## src/rtl/gdda_div.sv

```systemverilog
// Restoring unsigned divider, one quotient bit per cycle.
// Shared by every division of the raycaster; no package dependencies.
module gdda_div #(
    parameter int WIDTH = 42
) (
    input  logic             i_clk,
    input  logic             i_rst_n,
    input  logic             i_start,
    input  logic [WIDTH-1:0] i_num,
    input  logic [WIDTH-1:0] i_den,
    output logic             o_done,
    output logic [WIDTH-1:0] o_quot
);

    localparam int CW = $clog2(WIDTH + 1);

    logic [WIDTH-1:0] r_rem;
    logic [WIDTH-1:0] r_quo;
    logic [WIDTH-1:0] r_den;
    logic [CW-1:0]    r_cnt;
    logic             r_busy;
    logic             r_done;
    logic [WIDTH:0]   w_shift;
    logic [WIDTH:0]   w_trial;

    assign w_shift = {r_rem, r_quo[WIDTH-1]};
    assign w_trial = w_shift - {1'b0, r_den};

    always_ff @(posedge i_clk) begin
        if (!i_rst_n) begin
            r_busy <= 1'b0;
            r_done <= 1'b0;
            r_cnt  <= '0;
        end else begin
            r_done <= r_busy && (r_cnt == CW'(1));
            if (i_start) begin
                r_busy <= 1'b1;
                r_cnt  <= CW'(WIDTH);
            end else if (r_busy) begin
                r_cnt <= r_cnt - CW'(1);
                if (r_cnt == CW'(1)) begin
                    r_busy <= 1'b0;
                end
            end
        end
    end

    always_ff @(posedge i_clk) begin
        if (i_start) begin
            r_rem <= '0;
            r_quo <= i_num;
            r_den <= i_den;
        end else if (r_busy) begin
            if (!w_trial[WIDTH]) begin
                r_rem <= w_trial[WIDTH-1:0];
                r_quo <= {r_quo[WIDTH-2:0], 1'b1};
            end else begin
                r_rem <= w_shift[WIDTH-1:0];
                r_quo <= {r_quo[WIDTH-2:0], 1'b0};
            end
        end
    end

    assign o_done = r_done;
    assign o_quot = r_quo;

endmodule

```

## config.mk

```make
export PLATFORM = sky130hd
export DESIGN_NAME = gdda_div
export DESIGN_NICKNAME = d
export VERILOG_FILES = /design/src/rtl/gdda_div.sv
export SDC_FILE = /design/constraint.sdc
export NUM_CORES = 1
export LEC_CHECK = 0
export BUFFER_PORTS_ARGS = -buffer_cell sky130_fd_sc_hd__buf_2
export CAP_MARGIN = 5
export CORE_UTILIZATION = 45
export CTS_CLUSTER_DIAMETER = 30
export DETAILED_ROUTE_END_ITERATION = 6
export GPL_ROUTABILITY_DRIVEN = 0
export HOLD_SLACK_MARGIN = 0.12
export PLACE_DENSITY = 0.81
export SYNTH_ARGS = -nofsm -noshare
export SYNTH_HDL_FRONTEND = slang
export SYNTH_SLANG_ARGS = --single-unit
```

## constraint.sdc

```tcl
create_clock -name i_clk -period 3.53 [get_ports i_clk]
set_clock_uncertainty 0.2 [all_clocks]
set_input_delay 0.353 -clock i_clk [delete_from_list [all_inputs] [get_ports i_clk]]
set_output_delay 0.353 -clock i_clk [all_outputs]
set_load 0.1 [all_outputs]
```

After elaboration in Yosys (flattened, before gate mapping)
Index checks and enable logic that the tools add are counted.
Widths: inputs -> output; s select.
{ "totals": {"out_inout_bits": 43, "regBits": 134, "wordCells": 23} }
{ "classes": {"add_sub_neg": 2, "n_bitwise": 1, "muxes": 9, "n_reduce_logical": 3, "eq_ne": 1} }
{ "op_table": {"columns": ["cell", "n"], "rows": [
  ["$mux 42", 3],
  ["$sub 43x42->43", 1],
  ["$mux 6", 2],
  ["$eq 6x1->1 const B", 1],
  ["$sub 6x1->6 const B", 1],
  ["$mux 1", 4],
  ["$reduce_bool 2->1", 1],
  ["$reduce_or 2->1", 1],
  ["$logic_and 1x1->1", 1],
  ["$not 1->1", 1]
]} }

Depth between registers and ports, before layout
{ "depth": {"word_depth": 4, "depth_mapped": 15} }

Least setup slack after synthesis
No wires, ideal clock.
{ "synth_timing": {"path_kind": "register to register", "from": "register r_quo[41], in the netlist o_quot[41]", "to": "register r_rem[9]", "path_slack_ns": -0.470, "t_arrival_ns": 3.720, "required_ns": 3.251, "period_less_slack_ns": 4.000, "path_stages_with_launch": 16, "path_cell_list": "edfxtp_1 inv_1 ha_1 inv_1 fa_1 a211oi_2 o21ai_2 a21oi_4 o211ai_2 a21oi_4 a211oi_2 a311o_2 xor2_2 buf_6 mux2_4 a211oi_2"} }
{ "synth_between": {"elab_chain_cells": 2} }
{ "synth_lines": {"columns": ["item", "line_no", "source"], "rows": [
  ["start, declared", "18", "logic [WIDTH-1:0] r_quo;"],
  ["start signal, assigned", "51", "r_quo <= i_num;"],
  ["start signal, assigned", "56", "r_quo <= {r_quo[WIDTH-2:0], 1'b1};"],
  ["start signal, assigned", "59", "r_quo <= {r_quo[WIDTH-2:0], 1'b0};"],
  ["$sub 43x42->43", "27", "assign w_trial = w_shift - {1'b0, r_den};"],
  ["$mux 42", "54", "if (!w_trial[WIDTH]) begin"],
  ["end signal, assigned", "55", "r_rem <= w_trial[WIDTH-1:0];"],
  ["end signal, assigned", "58", "r_rem <= w_shift[WIDTH-1:0];"],
  ["end, declared", "17", "logic [WIDTH-1:0] r_rem;"]
]} }
Every way passes these cells.
A chain may end at the register's enable or synchronous reset.

Worst setup path in the final report
{ "layout_timing": {"from": "register r_quo[41], in the netlist o_quot[41]", "to": "register r_rem[32]"} }
The elaborated chain is that of the path after synthesis.

==> results.toml <==
[synth]
synth_async_sr_flop_share_pct = 0
synthCells = 761
synth_cell_types = 69
synth.ff_latch_count = 134
syn_area_um2 = 7823
synth-edff-count = 84
synth_fp_nets = 893
ys_seq_area_share_pct = 45.04
yosys_warnings = 0
synthTopCellsByArea = "edfxtp_1, dfxtp_1, ha_1, mux2_2, mux2i_1"
synth.most_common_cell = "edfxtp_1"
synth_top_area_cell = "edfxtp_1"
synth_top_cells_by_count = "edfxtp_1, nor2_1, inv_1"
yosysTopAreaCellShare_pct = 32.25
avgSynthCellArea_um2 = 10.28
ys.flop_type = "edfxtp_1"

[sta]
hold_viol = 0
worstMarginPinSlew_ns = 0.9722
whs_ns = 0.3019
setup_violations = 2
period_share_pct = 100.1
rsz0062_at_grt = "yes"
maxSlewViolCount = 0
timing.fmax_mhz = 283.0
worst_slack_ns = -0.003859
fin_tns_setup_ns = -0.007306
worst_slew_margin_rel_pct = 35.19
period_needed_ns = 3.534

[clocking]
cts_tree = "yes"
clkTransAtPathRegs_ns = 0.06
numCtsBuffers = 17
cts_root_buf = "clkbuf_16"
clock_path_buffers = 2
cts_sinks = 134
cts.htree.levels = 4
clk_latency_ns = 0.43

[layout]
fill_cells = 1332
diodes = 0
area_growth_pct = 31.77
design_area_um2 = 10310
nets = 1110
drive_above_1_share_pct = 25.83

[placement]
post_dp_cell_area_um2 = 8707
numPortBuffers = 129
hpwl_mm = 11.88

[power]
p_per_area_nw_per_um2 = 511.1
ir_drop_uv = 384.5
leakage_nw = 4.334

[worst_setup_path]
startpoint_type = "flip-flop"
reg2regPathDepth = 16
crit_arrival_ns = 3.65
worstPathRequired_ns = 3.65
r2r_setup_slack_ns = -0.004
endpoint_kind = "flip-flop"
crit_path_end = "r_rem[32]$_SDFFE_PP0P_"
crit_start = "o_quot[41]$_DFFE_PP_"
worst_r2r_endpoint = "r_rem[32]$_SDFFE_PP0P_"
critPathMaxFanout = 5
crit_type = "flip-flop to flip-flop"
r2r_start = "o_quot[41]$_DFFE_PP_"

[global_route]
grt_pass1_vias = 6475
antenna_found_initial = 0
grt_pass1_wl_mm = 30.64
gr-total-overflow = 0
grt_start_max_net_pins = 92
grt_use_total_pct = 21.60

[drt]
viasPerCell = 5.428
drtAntennaViolNets = 0
drt_drc_violations_left = 0
first_pass_iters = 4
dr.first_iter.drc_count = 405
drt-total-wl_mm = 19.05
vias = 6573
wl_per_cell_um = 15.73

[floorplanning]
die_w_um = 133.8
core_um2 = 16760
rows = 47
start_util_pct = 46.67
io-pin-count = 130
die_h_um = 133.8
die-area_um2 = 17910

[hold_path]
hold_class = "flip-flop to flip-flop"

[run]
timing.max_cap.violations = 0

[status]
violations = "negative setup slack"
status = "finished with violations"
[through the flow]
stage	total power [W]	std cells	util (%)	worst slack, ns
after floorplan	0.003076	761	-	-0.3458
after global placement	0.003355	1081	51.95	0.07565
after detailed placement	0.003376	1081	51.95	-0.01721
after CTS	0.005217	1200	60.63	-0.009116
after global routing	0.005488	1211	61.50	-0.1850
final	0.005268	1211	61.50	-0.003859
[sequential cells by signal (all words and copies together), names as in the netlist]
name    count
r_busy      1
o_done      1
r_rem      42
r_den      42
r_cnt       6
o_quot     42
[how the worst min path moves through the flow]
stage / startpoint / depth (start not counted) / endpoint
global placement: r_rem[34]$_SDFFE_PP0P_ / 2 / r_rem[34]$_SDFFE_PP0P_
CTS: r_rem[15]$_SDFFE_PP0P_ / 2 / r_rem[15]$_SDFFE_PP0P_
global route: r_rem[20]$_SDFFE_PP0P_ / 2 / r_rem[20]$_SDFFE_PP0P_
finish: r_rem[34]$_SDFFE_PP0P_ / 2 / r_rem[34]$_SDFFE_PP0P_
detailed placement: r_busy$_SDFF_PN0_ / 2 / o_done$_SDFF_PN0_
floorplan: i_den[0] / 0 / r_den[0]$_DFFE_PP_
[critical path, cell delays in order, from the launching register on]
cell and delay (ns):
edfxtp_1 0.38, inv_1 0.07, ha_2 0.18, inv_2 0.04, fa_2 0.36, a211oi_2 0.22
o21ai_2 0.12, a21oi_4 0.18, o211ai_2 0.12, a21oi_4 0.18, a211oi_2 0.09, a311o_2 0.39
xor2_4 0.25, buf_6 0.16, buf_12 0.12, nor2_2 0.04, a2111oi_2 0.33
[layout by cell type, fill, tap and decap left out, drive strengths merged, types with 19 or more instances in the layout]
cell	n
buf	153
dlygate4sd3	86
edfxtp	84
inv	68
nor2	65
a21oi	51
dfxtp	50
ha	44
mux2	42
a211oi	38
nand2	35
o21ai	35
mux2i	30
xnor2	28
a21o	20
clkbuf	19
[final cells by class]
class                      count  area [um2]  area share, %
timing repair buffer         241        1775          17.23
tap                          220       275.3          2.671
inverter                      61       229.0          2.221
multi-input combinational    523        3918          38.01
sequential                   134        3525          34.20
clock buffer                  17       425.4          4.127
clock inverter                15       160.2          1.554
[what timing repair did]
item	CTS	global route
gates resized for setup	0	9
gates cloned	0	3
setup buffers	1	8
setup endpoints to repair	3	43
hold endpoints to repair	93	0
pin swaps	0	13
hold buffers	86	0
[power breakdown]
group          total (W)  leakage, nW  internal [W]  switching [W]
registers        0.00191         1.25       0.00182      0.0000891
clock network    0.00176        0.286      0.000997       0.000765
logic            0.00159         2.80      0.000593       0.000999
total            0.00527         4.33       0.00341        0.00185
[metal layers]
metal	share of wire (%)	up-vias	global-route usage [%]	wire, um
met5	0	-	0	0
met4	2.1	0	7.386	393
met3	6.5	32	6.236	1233
met2	49	227	37.28	9262
met1	43	3075	25.60	8161
li1	-	3239	-	-
[logic make-up after synthesis]
kind of cell               after synthesis  synth area share, %
and+or+nand+nor                        160                9.581
DFF                                    134                45.04
AOI/OAI and AO/OA                      204                18.07
adders and majority gates               45                7.294
muxes                                   72                9.933
xor gates and xnor gates                42                4.799
buffers and inverters                  104                5.278
Power figures use the tool's default switching activity.
